--- src/sv/particle_wall_bounce_phase_histogram_top_defines.svh ---
// Assertion macros for the phase histogram RTL
`ifndef PARTICLE_WALL_BOUNCE_PHASE_HISTOGRAM_TOP_DEFINES_SVH
`define PARTICLE_WALL_BOUNCE_PHASE_HISTOGRAM_TOP_DEFINES_SVH

// Same-cycle implication, held off during reset
`define PWB_ASSERT_NOW(lbl, clk, rstn, ante, cons) \
    lbl: assert property (@(posedge clk) disable iff (!(rstn)) (ante) |-> (cons)) \
        else $error("pwb check failed");

// Next-cycle implication, held off during reset
`define PWB_ASSERT_NEXT(lbl, clk, rstn, ante, cons) \
    lbl: assert property (@(posedge clk) disable iff (!(rstn)) (ante) |=> (cons)) \
        else $error("pwb check failed");

`endif

--- src/sv/pwb_pkg.sv ---
// Types and constants of the particle wall bounce phase histogram
`default_nettype none
package pwb_pkg;

    // Configuration register indexes
    localparam int CFG_IDX_W = 3;
    localparam logic [CFG_IDX_W-1:0] CFG_WALL_LEFT   = 3'd0;
    localparam logic [CFG_IDX_W-1:0] CFG_WALL_RIGHT  = 3'd1;
    localparam logic [CFG_IDX_W-1:0] CFG_WALL_TOP    = 3'd2;
    localparam logic [CFG_IDX_W-1:0] CFG_WALL_BOTTOM = 3'd3;
    localparam logic [CFG_IDX_W-1:0] CFG_POS_BW      = 3'd4;
    localparam logic [CFG_IDX_W-1:0] CFG_MOM_BW      = 3'd5;

    // Register reset values
    localparam logic signed [15:0] RST_WALL_LEFT   = -16'sd7680;
    localparam logic signed [15:0] RST_WALL_RIGHT  = 16'sd7680;
    localparam logic signed [15:0] RST_WALL_TOP    = 16'sd7680;
    localparam logic signed [15:0] RST_WALL_BOTTOM = -16'sd7680;
    localparam logic [14:0]        RST_POS_BW      = 15'd1396;
    localparam logic [14:0]        RST_MOM_BW      = 15'd3072;

    // Item action codes
    localparam logic ACT_MOVE  = 1'b0;
    localparam logic ACT_CLEAR = 1'b1;

    // Number of reflection passes per move
    localparam int REF_PASSES = 2;

    // Divider operand widths
    localparam int DIVIDEND_W = 24;
    localparam int BW_W       = 15;

    typedef struct packed {
        logic signed [15:0] wall_left;
        logic signed [15:0] wall_right;
        logic signed [15:0] wall_top;
        logic signed [15:0] wall_bottom;
        logic [14:0]        pos_bw;
        logic [14:0]        mom_bw;
    } t_cfg;

    // Queue entry from front to back
    typedef struct packed {
        logic               action;
        logic signed [15:0] px;
        logic signed [15:0] py;
        logic signed [15:0] vx;
        logic signed [15:0] vy;
        logic signed [23:0] mx;
        logic signed [23:0] my;
    } t_qent;

    typedef struct packed {
        logic init_done;
    } t_back_stat;

endpackage
`default_nettype wire

--- src/sv/pwb_queue.sv ---
// Two-entry queue between the front and the back
`default_nettype none
module pwb_queue (
    input  logic           i_clk,
    input  logic           i_rst_n,
    input  logic           i_push,
    input  pwb_pkg::t_qent i_data,
    output logic           o_full,
    input  logic           i_pop,
    output logic           o_valid,
    output pwb_pkg::t_qent o_data
);
    pwb_pkg::t_qent r_mem [2];
    logic           r_wp, r_rp;
    logic [1:0]     r_cnt;

    assign o_full  = (r_cnt == 2'd2);
    assign o_valid = (r_cnt != 2'd0);
    assign o_data  = r_mem[r_rp];

    // Store pushed items
    always_ff @(posedge i_clk) begin
        if (i_push) begin
            r_mem[r_wp] <= i_data;
        end
    end

    // Advance pointers and fill level
    always_ff @(posedge i_clk) begin
        if (!i_rst_n) begin
            r_wp  <= 1'b0;
            r_rp  <= 1'b0;
            r_cnt <= 2'd0;
        end else begin
            if (i_push) begin
                r_wp <= ~r_wp;
            end
            if (i_pop) begin
                r_rp <= ~r_rp;
            end
            if (i_push && !i_pop) begin
                r_cnt <= r_cnt + 2'd1;
            end else if (i_pop && !i_push) begin
                r_cnt <= r_cnt - 2'd1;
            end
        end
    end
endmodule
`default_nettype wire

--- config.mk ---
export PLATFORM = sky130hd
export DESIGN_NAME = pwb_queue
export DESIGN_NICKNAME = d
export VERILOG_FILES = /design/src/sv/particle_wall_bounce_phase_histogram_top_defines.svh /design/src/sv/pwb_pkg.sv /design/src/sv/pwb_queue.sv
export SDC_FILE = /design/constraint.sdc
export NUM_CORES = 1
export LEC_CHECK = 0
export BUFFER_PORTS_ARGS = -buffer_cell sky130_fd_sc_hd__buf_4
export CAP_MARGIN = 5
export CELL_PAD_IN_SITES_DETAIL_PLACEMENT = 0
export CELL_PAD_IN_SITES_GLOBAL_PLACEMENT = 1
export CORE_MARGIN = 2
export CORE_UTILIZATION = 44
export DETAILED_ROUTE_END_ITERATION = 10
export GPL_ROUTABILITY_DRIVEN = 0
export PLACE_DENSITY = 0.86
export SYNTH_ARGS = -nofsm -noshare
export SYNTH_HDL_FRONTEND = slang
export SYNTH_SLANG_ARGS = --single-unit
--- constraint.sdc ---
create_clock -name i_clk -period 8.98 [get_ports i_clk]
set_input_delay 2.694 -clock i_clk [delete_from_list [all_inputs] [get_ports i_clk]]
set_output_delay 2.694 -clock i_clk [all_outputs]
set_load 0.02 [all_outputs]
==> flow_metrics.env, run 1 <==
export IMPL_run_status="finished clean"
export IMPL_yosysWarnings=0
export IMPL_setup_ws_ns=3.28
export IMPL_cap_viol_max_count=0
export IMPL_final_cells=902
export IMPL_skew_ns=0.00933
export IMPL_clock_latency_ns=0.50
export IMPL_cts_tree="done"
export IMPL_synth_avg_cell_area_um2=23.2
export IMPL_p_leak_nw=4.42
export IMPL_grt_setup_unrepaired="false"
export IMPL_min_path_type="register to register"
export IMPL_synth_area_um2=8670
export IMPL_r2r_start="r_wp"
export IMPL_fp_dieW_um=144
export IMPL_antenna_found_initial=0
export IMPL_clock_sinks=231
export IMPL_drt_total_wl_mm=16.1
export IMPL_num_vias=4295
export IMPL_rrSetupSlack_ns=6.74
export IMPL_slew_headroom_pct=28.6
export IMPL_synth_seq_cells=231
export IMPL_tns_ns=0
export IMPL_slew_violations=0
export IMPL_postRouteAntennaNets=0
export IMPL_cp_required_ns=6.29
export IMPL_initial_utilization_pct=44.7
export IMPL_syn_nets=492
export IMPL_grt_pass1_vias=4587
export IMPL_cts_resized=0
export IMPL_ctsHoldBuffers=0
export IMPL_routedWlPerCell_um=17.8
export IMPL_post_route_drc_count=0
export IMPL_firstDrtPassIters=4
export IMPL_syn_inst=374
export IMPL_worstSetupPathType="register to output pin"
export IMPL_cp_max_fo=60
export IMPL_via_per_inst=4.76
export IMPL_dp_cells=861
export IMPL_row_count=51
export IMPL_clkTransAtPathRegs_ns=0.06
export IMPL_root_buffer="clkbuf_16"
export IMPL_min_from="r_cnt[1]"
export IMPL_diodes=0
export IMPL_tightest_slew_ns=1.07
export IMPL_dp_slack_ns=3.79
export IMPL_cp_arrival_ns=3.00
export IMPL_drive_gt1_share_pct=60.4
export IMPL_setup_viol=0
export IMPL_grt_start_max_net_pins=61
export IMPL_core_um2=19400
export IMPL_htreeDepth=1
export IMPL_cts_buffers=24
export IMPL_io_pins=232
export IMPL_grt_pass1_wl_mm=23.7
export IMPL_drt_iter0_markers=160
export IMPL_cts_buffer_depth=3
export IMPL_fin_crit_sh_pct=63.5
export IMPL_die_area_um2=20800
export IMPL_final_nets=740
export IMPL_die_height_um=144
export IMPL_place_detailed_hpwl_mm=10.6
export IMPL_io_buffer_count=231
export IMPL_fmax_ghz=0.176
export IMPL_track_usage_pct=14.6
export IMPL_postCtsSetupRepairBufs=0
export IMPL_finalHoldViolCount=0
export IMPL_finalCriticalPeriod_ns=5.70
export IMPL_end_kind="output pin"
export IMPL_powerDensity_nw_per_um2=224
export IMPL_gr_total_overflow=0
export IMPL_ys_seq_area_share_pct=79.5
export IMPL_ys_types=19
export IMPL_cp_start_kind="register"
export IMPL_syn_to_final_growth_pct=31.5
export IMPL_peakVddDrop_mv=0.170
-- routing by layer --
metal / global-route usage (%) / vias up / wire length, µm
li1: - / 1973 / -
met1: 17.1 / 2118 / 6150
met2: 25.8 / 168 / 8190
met3: 4.44 / 36 / 1390
met4: 4.60 / 0 / 330
met5: 0 / - / 0
-- worst paths after layout --
check | to | cells past startpoint
setup / recovery | o_data[22] | 3
hold / removal | r_cnt[1] | 2
hold reg to reg | r_cnt[1] | 2
setup reg to reg | r_mem[1][100] | 2
-- logic make-up (layout without fill, tap and decap cells) --
| group | count (synthesis) | in the layout | synth area share [%] |
|---|---|---|---|
| multiplexers | 113 | 113 | 17.7 |
| AO/OA/AOI/OAI | 3 | 3 | 0.231 |
| AND/OR/NAND/NOR | 9 | 9 | 0.664 |
| flip-flops | 231 | 231 | 79.5 |
| XOR/XNOR | 3 | 3 | 0.303 |
| buffers and inverters | 14 | 277 | 1.49 |
| adder cells (fa/ha/maj) | 1 | 1 | 0.144 |
-- layout make-up --
type,count,area (µm²)
multi-input cells,129,1660
well taps,265,332
flip-flops and latches,231,6890
clock buffers,30,644
repair buffers,235,1760
fillers,1495,8000
clock inverters,11,105
inverters,1,3.75
-- critical path: stages, from the launching register on --
cell     delay (ns)
dfxtp_4        0.89
buf_4          0.95
mux2_2         0.42
buf_4          0.16
-- cell usage in the layout, fill, tap and decap left out --
| cell type | netlist | routed |
|---|---|---|
| buf_4 | 0 | 235 |
| edfxtp_1 | 226 | 226 |
| mux2_4 | 70 | 70 |
| mux2_2 | 43 | 43 |
| clkbuf_16 | 0 | 25 |
| clkinv_2 | 0 | 5 |
| clkbuf_1 | 0 | 5 |
| dfxtp_1 | 5 | 4 |
| and2_1 | 4 | 3 |
| clkinv_1 | 0 | 3 |
| xor2_1 | 2 | 2 |
| bufinv_16 | 0 | 2 |
| or2_2 | 1 | 1 |
| inv_1 | 1 | 1 |
| and2_4 | 0 | 1 |
| and2b_1 | 1 | 1 |
| nor2b_4 | 0 | 1 |
| xnor2_1 | 1 | 1 |
| nor2b_1 | 2 | 1 |
| o21a_1 | 1 | 1 |
| o21ai_0 | 1 | 1 |
| or3_1 | 1 | 1 |
| a21boi_0 | 1 | 1 |
| ha_1 | 1 | 1 |
| dfxtp_4 | 0 | 1 |
| inv_6 | 0 | 1 |
-- sequential cells by signal, summed over array words and instances, names as in the netlist, named ones only --
name / flops
r_wp: 1
r_cnt: 2
r_rp: 1
r_mem: 226
-- per-stage QoR --
step | area [µm²] | hold WS [ns] | total power (W) | util (%)
detailed placement | 10700 | 0.521 | 0.00164 | 54.9
CTS | 11400 | 0.529 | 0.00258 | 58.8
finish | 11400 | 0.525 | 0.00255 | 58.8
global placement | 10700 | 0.482 | 0.00163 | 54.9
floorplan | 8670 | 0.469 | 0.00150 | -
global route | 11400 | 0.571 | 0.00264 | 58.8
-- cells in the mapped netlist --
cell        n  area [µm²]
buf_2       4        20.0
xor2_1      2        17.5
a21boi_0    1        7.51
nor2b_1     2        12.5
and2b_1     1        7.51
or2_2       1        6.26
o21a_1      1        7.51
mux2_4     70        1050
mux2_2     43         484
and2_1      4        25.0
buf_8       1        15.0
dfxtp_1     5         100
xnor2_1     1        8.76
o21ai_0     1        5.00
or3_1       1        6.26
edfxtp_1  226        6790
ha_1        1        12.5
inv_1       1        3.75
buf_6       8        90.1
-- power breakdown --
part	internal (W)	switching [W]
sequential	0.00125	0.0000250
combinational	0.000176	0.000164
clock	0.000563	0.000375
Power figures use the tool's default switching activity.
==> run 2, diff against run 1 <==
==> constraint.sdc (replaced) <==
create_clock -name i_clk -period 5.37 [get_ports i_clk]
set_input_delay 1.611 -clock i_clk [delete_from_list [all_inputs] [get_ports i_clk]]
set_output_delay 1.611 -clock i_clk [all_outputs]
set_load 0.02 [all_outputs]
==> run 2 against run 1 <==
Net effect:
- worst hold slack better by 0.0073 ns
- setup slack worse by 1.7 ns
- global-route usage down 0.23 points
- non-clock buffer count up 1
- combinational power up 70%
- clock power up 68%
- power up 68%
- sequential power up 67%
- cell count up 0.44%
- critical path depth unchanged
- routed wire length down 2.2%
- utilization up 0.25 points
==> flow_metrics.env, run 2 (synthesis results as in run 1) <==
export IMPL_run_status="finished clean"
export IMPL_firstDrtPassIters=6
export IMPL_routedWlPerCell_um=17.3
export IMPL_drt_iter0_markers=186
export IMPL_combPwrFrac_pct=13.5
export IMPL_postCtsSetupRepairBufs=0
export IMPL_p_leak_nw=4.44
export IMPL_post_route_drc_count=0
export IMPL_end_kind="output pin"
export IMPL_die_area_um2=20800
export IMPL_diodes=0
export IMPL_place_detailed_hpwl_mm=10.4
export IMPL_layout_commonest_cell="buf_4"
export IMPL_largest_reg_flops=226
export IMPL_initial_utilization_pct=44.7
export IMPL_mostFrequentLayoutCells="234 x buf_4, 226 x edfxtp_1, 70 x mux2_4, 43 x mux2_2, 25 x clkbuf_16"
export IMPL_grt_pass1_vias=4444
export IMPL_cp_max_fo=36
export IMPL_path_buf_inv=2
export IMPL_slew_headroom_pct=43.1
export IMPL_htreeDepth=1
export IMPL_cts_buffer_depth=3
export IMPL_syn_to_final_growth_pct=32.1
export IMPL_postRouteAntennaNets=0
export IMPL_grt_pass1_wl_mm=23.2
export IMPL_finalHoldViolCount=0
export IMPL_drive_gt1_share_pct=60.7
export IMPL_root_buffer="clkbuf_16"
export IMPL_cts_tree="done"
export IMPL_cpMaxStageDelayCell="buf_4"
export IMPL_regMostFlops="r_mem"
export IMPL_skew_ns=0.00730
export IMPL_fin_crit_sh_pct=71.3
export IMPL_seqPwrFrac_pct=49.5
export IMPL_p_sw_w=0.000951
export IMPL_io_pins=232
export IMPL_power_internal_w=0.00333
export IMPL_worstSetupPathType="register to output pin"
export IMPL_tns_ns=0
export IMPL_track_usage_pct=14.4
export IMPL_cts_resized=0
export IMPL_cp_start_kind="register"
export IMPL_cp_arrival_ns=2.22
export IMPL_finalCriticalPeriod_ns=3.83
export IMPL_fmax_ghz=0.261
export IMPL_row_count=51
export IMPL_cp_top_family="buffers and inverters"
export IMPL_grt_start_max_net_pins=65
export IMPL_clkTransAtPathRegs_ns=0.06
export IMPL_setup_viol=0
export IMPL_fp_dieW_um=144
export IMPL_largestRegisters="r_mem x226, r_cnt x2"
export IMPL_powerDensity_nw_per_um2=373
export IMPL_gr_total_overflow=0
export IMPL_core_um2=19400
export IMPL_cts_buffers=24
export IMPL_die_height_um=144
export IMPL_ctsHoldBuffers=0
export IMPL_io_buffer_count=231
export IMPL_cp_required_ns=3.76
export IMPL_cp_cell_sequence="buf_4, mux2_4, buf_4"
export IMPL_whs_ns=0.532
export IMPL_p_sw_share_pct=22.2
export IMPL_via_per_inst=4.66
export IMPL_cap_viol_max_count=0
export IMPL_clockPowerShare_pct=37.0
export IMPL_clock_sinks=231
export IMPL_antenna_found_initial=0
export IMPL_max_stage_delay_ns=0.60
export IMPL_tightest_slew_ns=0.853
export IMPL_clock_latency_ns=0.50
export IMPL_slew_violations=0
export IMPL_drt_total_wl_mm=15.7
export IMPL_final_nets=741
export IMPL_grt_setup_unrepaired="false"
export IMPL_peakVddDrop_mv=0.296
export IMPL_num_vias=4226
export IMPL_path_common_cell="buf_4"
export IMPL_min_path_type="register to register"
-- run 2: power by group through the flow --
stage	combinational [W]	clock (W)	sequential, W
after floorplan	0.000351	0	0.00215
after global placement	0.000577	0	0.00215
after detailed placement	0.000585	0	0.00216
after CTS	0.000587	0.00163	0.00212
after global routing	0.000615	0.00170	0.00212
final	0.000578	0.00158	0.00212
-- run 2: metal layers --
layer / up-vias / track usage, % / wire length, µm
li1: 1978 / - / -
met1: 2054 / 17.1 / 6160
met2: 167 / 25.2 / 7910
met3: 27 / 4.87 / 1320
met4: 0 / 3.58 / 311
met5: - / 0 / 0
-- run 2: worst register-to-register path, cell delays in order (launching register included) --
cell and delay (ns):
dfxtp_1 0.38, and2_4 0.65, buf_12 0.40
-- run 2: final timing paths --
kind              startpoint           end  slack, ns  depth (start not counted)
setup reg to reg        r_wp  r_mem[1][83]       3.54                          2
hold / removal      r_cnt[1]      r_cnt[1]       0.53                          2
setup / recovery    register    o_data[66]       1.54                          3
hold reg to reg     r_cnt[1]      r_cnt[1]       0.53                          2
-- run 2: cell type report --
| type | instances | area [µm²] |
|---|---|---|
| clock buffer | 29 | 641 |
| clock inverter | 15 | 124 |
| fill | 1471 | 7950 |
| inverter | 1 | 3.75 |
| multi-input combinational | 129 | 1660 |
| sequential | 231 | 6890 |
| tap | 265 | 332 |
| timing repair buffer | 236 | 1800 |
-- run 2: per-stage QoR --
stage | utilization (%) | instance area [µm²] | cells | worst slack [ns] | power [W]
after CTS | 59.0 | 11400 | 906 | 1.48 | 0.00433
after global routing | 59.0 | 11400 | 906 | 1.43 | 0.00444
final | 59.0 | 11400 | 906 | 1.54 | 0.00428
after global placement | 55.1 | 10700 | 862 | 2.06 | 0.00273
after detailed placement | 55.1 | 10700 | 862 | 2.03 | 0.00274
after floorplan | - | 8670 | 374 | 0.355 | 0.00250
