### src/sv/particle_wall_bounce_phase_histogram_top_defines.svh
// Assertion macros for the phase histogram RTL
`ifndef PARTICLE_WALL_BOUNCE_PHASE_HISTOGRAM_TOP_DEFINES_SVH
`define PARTICLE_WALL_BOUNCE_PHASE_HISTOGRAM_TOP_DEFINES_SVH

// Same-cycle implication, held off during reset
`define PWB_ASSERT_NOW(lbl, clk, rstn, ante, cons) \
    lbl: assert property (@(posedge clk) disable iff (!(rstn)) (ante) |-> (cons)) \
        else $error("pwb check failed");

// Next-cycle implication, held off during reset
`define PWB_ASSERT_NEXT(lbl, clk, rstn, ante, cons) \
    lbl: assert property (@(posedge clk) disable iff (!(rstn)) (ante) |=> (cons)) \
        else $error("pwb check failed");

`endif

### src/sv/pwb_pkg.sv
// Types and constants of the particle wall bounce phase histogram
`default_nettype none
package pwb_pkg;

    // Configuration register indexes
    localparam int CFG_IDX_W = 3;
    localparam logic [CFG_IDX_W-1:0] CFG_WALL_LEFT   = 3'd0;
    localparam logic [CFG_IDX_W-1:0] CFG_WALL_RIGHT  = 3'd1;
    localparam logic [CFG_IDX_W-1:0] CFG_WALL_TOP    = 3'd2;
    localparam logic [CFG_IDX_W-1:0] CFG_WALL_BOTTOM = 3'd3;
    localparam logic [CFG_IDX_W-1:0] CFG_POS_BW      = 3'd4;
    localparam logic [CFG_IDX_W-1:0] CFG_MOM_BW      = 3'd5;

    // Register reset values
    localparam logic signed [15:0] RST_WALL_LEFT   = -16'sd7680;
    localparam logic signed [15:0] RST_WALL_RIGHT  = 16'sd7680;
    localparam logic signed [15:0] RST_WALL_TOP    = 16'sd7680;
    localparam logic signed [15:0] RST_WALL_BOTTOM = -16'sd7680;
    localparam logic [14:0]        RST_POS_BW      = 15'd1396;
    localparam logic [14:0]        RST_MOM_BW      = 15'd3072;

    // Item action codes
    localparam logic ACT_MOVE  = 1'b0;
    localparam logic ACT_CLEAR = 1'b1;

    // Number of reflection passes per move
    localparam int REF_PASSES = 2;

    // Divider operand widths
    localparam int DIVIDEND_W = 24;
    localparam int BW_W       = 15;

    typedef struct packed {
        logic signed [15:0] wall_left;
        logic signed [15:0] wall_right;
        logic signed [15:0] wall_top;
        logic signed [15:0] wall_bottom;
        logic [14:0]        pos_bw;
        logic [14:0]        mom_bw;
    } t_cfg;

    // Queue entry from front to back
    typedef struct packed {
        logic               action;
        logic signed [15:0] px;
        logic signed [15:0] py;
        logic signed [15:0] vx;
        logic signed [15:0] vy;
        logic signed [23:0] mx;
        logic signed [23:0] my;
    } t_qent;

    typedef struct packed {
        logic init_done;
    } t_back_stat;

endpackage
`default_nettype wire

### src/sv/pwb_channels.sv
// Channel interfaces: move/clear items, result items and register writes
`default_nettype none
interface pwb_item_if;
    logic               valid;
    logic               ready;
    logic               action;
    logic signed [15:0] pos_x;
    logic signed [15:0] pos_y;
    logic signed [15:0] vel_x;
    logic signed [15:0] vel_y;
    logic [7:0]         mass;
    logic [15:0]        time_step;
    modport source(output valid, action, pos_x, pos_y, vel_x, vel_y, mass, time_step,
                   input ready);
    modport sink(input valid, action, pos_x, pos_y, vel_x, vel_y, mass, time_step,
                 output ready);
endinterface

`default_nettype wire

### src/sv/pwb_front.sv
// Front: accepts items, advances the particle, reflects it and forms momentum
`default_nettype none
module pwb_front (
    input  logic                i_clk,
    input  logic                i_rst_n,
    pwb_item_if.sink            i_item,
    input  pwb_pkg::t_cfg       i_cfg,
    input  pwb_pkg::t_back_stat i_stat,
    input  logic                i_q_full,
    output logic                o_q_push,
    output pwb_pkg::t_qent      o_q_data
);
    typedef enum logic [2:0] {F_IDLE, F_MUL, F_ADV, F_REF, F_MOM, F_PUSH} t_fstate;

    t_fstate            r_state;
    logic               r_act;
    logic signed [25:0] r_px, r_py;
    logic signed [15:0] r_vx, r_vy;
    logic [7:0]         r_m;
    logic [15:0]        r_dt;
    logic signed [32:0] r_prx, r_pry;
    logic               r_pass;
    logic signed [15:0] r_sx, r_sy;
    logic signed [23:0] r_mx, r_my;

    logic               w_accept;
    logic signed [37:0] w_ex, w_ey, w_dx30, w_dy30;
    logic signed [25:0] w_dx, w_dy;
    logic signed [25:0] w_wl, w_wr, w_wt, w_wb;
    logic signed [25:0] n_px, n_py;
    logic signed [15:0] n_vx, n_vy;
    logic signed [24:0] w_mx, w_my;

    function automatic logic signed [15:0] sat16(input logic signed [25:0] v);
        if (v > 26'sd32767) begin
            return 16'sd32767;
        end else if (v < -26'sd32768) begin
            return -16'sd32768;
        end
        return v[15:0];
    endfunction

    function automatic logic signed [15:0] neg16(input logic signed [15:0] v);
        if (v == -16'sd32768) begin
            return 16'sd32767;
        end
        return -v;
    endfunction

    assign i_item.ready = (r_state == F_IDLE) && i_stat.init_done;
    assign w_accept     = i_item.valid && i_item.ready;

    // Scale the product by 30 and floor to Q8.8
    assign w_ex   = {{5{r_prx[32]}}, r_prx};
    assign w_ey   = {{5{r_pry[32]}}, r_pry};
    assign w_dx30 = (w_ex <<< 5) - (w_ex <<< 1);
    assign w_dy30 = (w_ey <<< 5) - (w_ey <<< 1);
    assign w_dx   = {{4{w_dx30[37]}}, w_dx30[37:16]};
    assign w_dy   = {{4{w_dy30[37]}}, w_dy30[37:16]};

    assign w_wl = {{10{i_cfg.wall_left[15]}}, i_cfg.wall_left};
    assign w_wr = {{10{i_cfg.wall_right[15]}}, i_cfg.wall_right};
    assign w_wt = {{10{i_cfg.wall_top[15]}}, i_cfg.wall_top};
    assign w_wb = {{10{i_cfg.wall_bottom[15]}}, i_cfg.wall_bottom};

    // One reflection pass: first wall hit in order left, right, top, bottom
    always_comb begin
        n_px = r_px;
        n_py = r_py;
        n_vx = r_vx;
        n_vy = r_vy;
        if (r_px < w_wl) begin
            n_px = (w_wl <<< 1) - r_px;
            n_vx = neg16(r_vx);
        end else if (r_px > w_wr) begin
            n_px = (w_wr <<< 1) - r_px;
            n_vx = neg16(r_vx);
        end else if (r_py > w_wt) begin
            n_py = (w_wt <<< 1) - r_py;
            n_vy = neg16(r_vy);
        end else if (r_py < w_wb) begin
            n_py = (w_wb <<< 1) - r_py;
            n_vy = neg16(r_vy);
        end
    end

    assign w_mx = $signed({1'b0, r_m}) * r_vx;
    assign w_my = $signed({1'b0, r_m}) * r_vy;

    assign o_q_push = (r_state == F_PUSH) && !i_q_full;
    always_comb begin
        o_q_data.action = r_act;
        o_q_data.px     = r_sx;
        o_q_data.py     = r_sy;
        o_q_data.vx     = r_vx;
        o_q_data.vy     = r_vy;
        o_q_data.mx     = r_mx;
        o_q_data.my     = r_my;
    end

    // Sequence a move item through multiply, advance, reflect and momentum; a clear item goes straight to the push
    always_ff @(posedge i_clk) begin
        if (!i_rst_n) begin
            r_state <= F_IDLE;
            r_pass  <= 1'b0;
        end else begin
            unique case (r_state)
                F_IDLE: begin
                    if (w_accept) begin
                        r_act  <= i_item.action;
                        r_px   <= {{10{i_item.pos_x[15]}}, i_item.pos_x};
                        r_py   <= {{10{i_item.pos_y[15]}}, i_item.pos_y};
                        r_vx   <= i_item.vel_x;
                        r_vy   <= i_item.vel_y;
                        r_m    <= i_item.mass;
                        r_dt   <= i_item.time_step;
                        r_pass <= 1'b0;
                        r_state <= (i_item.action == pwb_pkg::ACT_CLEAR) ? F_PUSH : F_MUL;
                    end
                end
                F_MUL: begin
                    r_prx   <= r_vx * $signed({1'b0, r_dt});
                    r_pry   <= r_vy * $signed({1'b0, r_dt});
                    r_state <= F_ADV;
                end
                F_ADV: begin
                    r_px    <= r_px + w_dx;
                    r_py    <= r_py + w_dy;
                    r_state <= F_REF;
                end
                F_REF: begin
                    r_px   <= n_px;
                    r_py   <= n_py;
                    r_vx   <= n_vx;
                    r_vy   <= n_vy;
                    r_pass <= 1'b1;
                    if (r_pass == 1'(pwb_pkg::REF_PASSES - 1)) begin
                        r_state <= F_MOM;
                    end
                end
                F_MOM: begin
                    r_sx    <= sat16(r_px);
                    r_sy    <= sat16(r_py);
                    r_mx    <= w_mx[23:0];
                    r_my    <= w_my[23:0];
                    r_state <= F_PUSH;
                end
                F_PUSH: begin
                    if (!i_q_full) begin
                        r_state <= F_IDLE;
                    end
                end
                default: r_state <= F_IDLE;
            endcase
        end
    end
endmodule
`default_nettype wire

### src/flat_wrapper.sv
// flat-port wrapper written by rule: the top's interface ports become plain ports
module pwb_front_flat 
  (i_clk, i_rst_n, i_cfg, i_stat, i_q_full, o_q_push, o_q_data, i_item_valid, i_item_action, i_item_pos_x, i_item_pos_y, i_item_vel_x, i_item_vel_y, i_item_mass, i_item_time_step, i_item_ready);
  pwb_item_if i_item_i ();
  input  logic i_clk;
  input  logic i_rst_n;
  input  pwb_pkg::t_cfg i_cfg;
  input  pwb_pkg::t_back_stat i_stat;
  input  logic i_q_full;
  output logic o_q_push;
  output pwb_pkg::t_qent o_q_data;
  input wire logic [$bits(i_item_i.valid)-1:0] i_item_valid;
  input wire logic [$bits(i_item_i.action)-1:0] i_item_action;
  input wire logic [$bits(i_item_i.pos_x)-1:0] i_item_pos_x;
  input wire logic [$bits(i_item_i.pos_y)-1:0] i_item_pos_y;
  input wire logic [$bits(i_item_i.vel_x)-1:0] i_item_vel_x;
  input wire logic [$bits(i_item_i.vel_y)-1:0] i_item_vel_y;
  input wire logic [$bits(i_item_i.mass)-1:0] i_item_mass;
  input wire logic [$bits(i_item_i.time_step)-1:0] i_item_time_step;
  output wire logic [$bits(i_item_i.ready)-1:0] i_item_ready;
  assign i_item_i.valid = i_item_valid;
  assign i_item_i.action = i_item_action;
  assign i_item_i.pos_x = i_item_pos_x;
  assign i_item_i.pos_y = i_item_pos_y;
  assign i_item_i.vel_x = i_item_vel_x;
  assign i_item_i.vel_y = i_item_vel_y;
  assign i_item_i.mass = i_item_mass;
  assign i_item_i.time_step = i_item_time_step;
  assign i_item_ready = i_item_i.ready;
  pwb_front u_core (.i_clk(i_clk), .i_rst_n(i_rst_n), .i_item(i_item_i), .i_cfg(i_cfg), .i_stat(i_stat), .i_q_full(i_q_full), .o_q_push(o_q_push), .o_q_data(o_q_data));
endmodule
### config.mk
export PLATFORM = sky130hd
export DESIGN_NAME = pwb_front_flat
export DESIGN_NICKNAME = d
export VERILOG_FILES = /design/src/sv/particle_wall_bounce_phase_histogram_top_defines.svh /design/src/sv/pwb_pkg.sv /design/src/sv/pwb_channels.sv /design/src/sv/pwb_front.sv /design/src/flat_wrapper.sv
export SDC_FILE = /design/constraint.sdc
export NUM_CORES = 2
export LEC_CHECK = 0
export CAP_MARGIN = 20
export CORE_ASPECT_RATIO = 0.8
export CORE_MARGIN = 5
export CORE_UTILIZATION = 43
export CTS_BUF_LIST = sky130_fd_sc_hd__clkbuf_8
export CTS_CLUSTER_SIZE = 16
export DETAILED_ROUTE_END_ITERATION = 10
export DONT_BUFFER_PORTS = 1
export SLEW_MARGIN = 30
export SYNTH_ARGS = -nofsm -noshare
export SYNTH_HDL_FRONTEND = slang
export SYNTH_SLANG_ARGS = --single-unit
### constraint.sdc
create_clock -name i_clk -period 11.1 [get_ports i_clk]
set_input_delay 0 -clock i_clk [delete_from_list [all_inputs] [get_ports i_clk]]
set_output_delay 0 -clock i_clk [all_outputs]
set_load 0.05 [all_outputs]
==> impl_metrics.ini <==
[status]
status = completed

[synthesis]
yosysSeqAreaShare = 0.167
ys_warn_count = 0
syn_nets = 6540
synth-edff-count = 255
async_reset_ff_frac = 0
ys_types = 86
synth_most_common_cell = inv_1
avgSynthCellArea_um2 = 9.01
synth_area_leaders = fa_1 (26%), edfxtp_1 (16%), ha_1 (16%)
synth_ff_type = edfxtp_1
synth_top_area_cell = fa_1
yosys.area.top_type_share = 0.255
syn_area_mm2 = 0.0464
synthTopCellsByCount = inv_1 (979), ha_1 (604), fa_1 (592)
synth-seq-cells = 259
netlist_instances = 5156

[timing]
finalCriticalPeriod_ns = 7.49
slew_violations = 0
period_share = 0.675
finalSetupViolations = 0
fin_tns_setup_ns = 0
hold_viol = 0
fin_worst_skew_ns = 0.0623
slew_headroom = 0.343
tightest_slew_ns = 0.984
fmax_ghz = 0.133
rsz0062_at_grt = no

[grt]
grt_overflow = 0
antenna_found_initial = 8
grt_max_degree = 67
track_usage = 0.214
grt_pass1_vias = 36280
grt_first_pass_wirelength_um = 199000

[final_layout]
area_growth_pct = 9.53
nNetsFinal = 6639
fillers = 10358
drive_above_1_share = 0.0398

[cts]
cts_buffers = 52
clk_latency_ns = 0.75
cts.repair.resized = 0
tritoncts = built
hold_buffers = 169
clockRootBuffer = clkbuf_8
postCtsSetupRepairBufs = 0
htree_levels = 2
path_clk_slew_ns = 0.06
clock-sinks = 259
clk_path_buf_depth = 3

[setup_path]
r2r_slack_ns = 3.61
startpoint = u_core.r_vx[5]
endpoint = u_core.r_prx[32]
r2r_cells = 24
worst-path-max-fanout = 25
critPathLaunchType = flop
worst-setup-path-type = flop to flop
timing.rr.start = u_core.r_vx[5]
r2r-end = u_core.r_prx[32]
cp.required_ns = 11.60
end_kind = flop
cp.arrival_ns = 8.00

[detailed_routing]
ant_nets = 0
drt_first_iter_violations = 1986
wire_per_inst_um = 18.2
drc_errors = 0
drt_pass1_iterations = 6
vias_per_cell = 5.27
vias = 35400
wl_um = 122000

[floorplanning]
io_pins = 303
start_util = 0.435
fp-row-count = 107
fp.dieH_um = 304
die_w_um = 377
core_mm2 = 0.107
die_area_mm2 = 0.115

[min_path]
min_path_type = input port to flop

[run]
cap_violations = 0

[placement]
dp_hpwl_um = 93700
gp_congestion = 0.848
portBuffers = 0
## layout by cell type (no fill, tap or decap), drive strengths merged, types with 11 or more instances in the layout
cell type,synthesis,layout
nor2,204,204
ha,604,604
o21bai,21,21
o21ai,185,185
nor4,21,21
nand2b,46,46
inv,979,997
o22a,24,24
a21o,144,144
a21oi,210,210
a221oi,11,11
nand3,51,51
nor2b,40,40
o211ai,19,19
clkbuf,185,52
dlygate4sd3,0,169
or3,18,18
nand4,41,41
edfxtp,255,255
clkinv,2,20
a31oi,21,21
fa,592,592
buf,15,76
xnor2,167,167
and2,416,416
nor3,67,67
o21a,45,45
or2,14,14
nand2,494,494
xor2,66,66
a211oi,21,21
and3,15,15
## final cells by class
type                            count  area, um2  share of cell area
Antenna cell                        7       17.5            0.000344
Clock buffer                       52        716              0.0141
Clock inverter                     42        337             0.00662
Inverter                          981       3680              0.0724
Multi-Input combinational cell   3716      34300               0.675
Sequential cell                   259       7740               0.152
Tap cell                         1417       1770              0.0349
Timing Repair Buffer              245       2270              0.0446
## layer usage
| metal | wire length (um) | part of all wire | global-route usage |
|---|---|---|---|
| met5 | 0 | 0 | 0 |
| met4 | 2560 | 0.021 | 0.0466 |
| met3 | 7590 | 0.062 | 0.0394 |
| met2 | 55300 | 0.45 | 0.346 |
| met1 | 57100 | 0.47 | 0.301 |
## critical path: stages, from the launching register on
cell and delay, ns:
edfxtp_1 0.75, buf_4 0.43, and2_1 0.20, fa_1 0.41, inv_1 0.08, fa_1 0.43, fa_1 0.51, inv_1 0.05
fa_1 0.51, fa_1 0.49, inv_1 0.05, fa_1 0.48, inv_1 0.04, ha_1 0.34, nand3_1 0.13, a2111oi_0 0.60
o31ai_1 0.19, a211oi_1 0.37, nor2_1 0.10, a211o_1 0.32, o2111ai_1 0.25, a21oi_1 0.14, o21bai_1 0.15, a21oi_1 0.10
xnor2_1 0.12
## metrics by stage
step                instance area (um2)  utilization  setup WS, ns  hold WS [ns]  cells
floorplan                         46400            -          4.07        0.0989   5156
detailed placement                48100        0.450          3.56        0.0989   6449
CTS                               50800        0.476          3.56      0.000150   6712
finish                            50900        0.476          3.61        0.0573   6719
global route                      50900        0.476          3.06        0.0393   6716
global placement                  48100        0.450          3.59        0.0989   6448
## state kept, by name (all words and copies together) (netlist names)
name	cells
u_core.r_act	1
u_core.r_dt	16
u_core.r_m	8
u_core.r_mx	24
u_core.r_my	24
u_core.r_pass	1
u_core.r_prx	33
u_core.r_pry	33
u_core.r_px	26
u_core.r_py	26
u_core.r_state	3
u_core.r_sx	16
u_core.r_sy	16
u_core.r_vx	16
u_core.r_vy	16
## cells by family (layout without fill, tap and decap cells)
logic type	count (synthesis)	after routing	synth area share
simple gates	1462	1462	0.158
fa+ha+maj	1196	1196	0.418
buf+inv	1181	1320	0.0960
compound gates	809	809	0.114
flops	259	259	0.167
xor+xnor	233	233	0.0439
mux	16	16	0.00361
other cells	0	7	0
## how the worst min path moves through the flow
stage                               from               to  slack, ns  cells past startpoint
finish                  i_item_vel_y[15]  u_core.r_vy[15]       0.06                      3
global route            i_item_vel_y[12]  u_core.r_vy[12]       0.04                      2
CTS                            i_cfg[84]   u_core.r_px[7]     0.0001                      7
detailed placement  i_item_time_step[15]  u_core.r_dt[15]        0.1                      0
global placement          i_item_mass[5]    u_core.r_m[5]        0.1                      0
floorplan                  i_item_action     u_core.r_act        0.1                      0
Power is not shown: default switching activity piles up to over one toggle a cycle in this logic, so the estimate is an artifact.
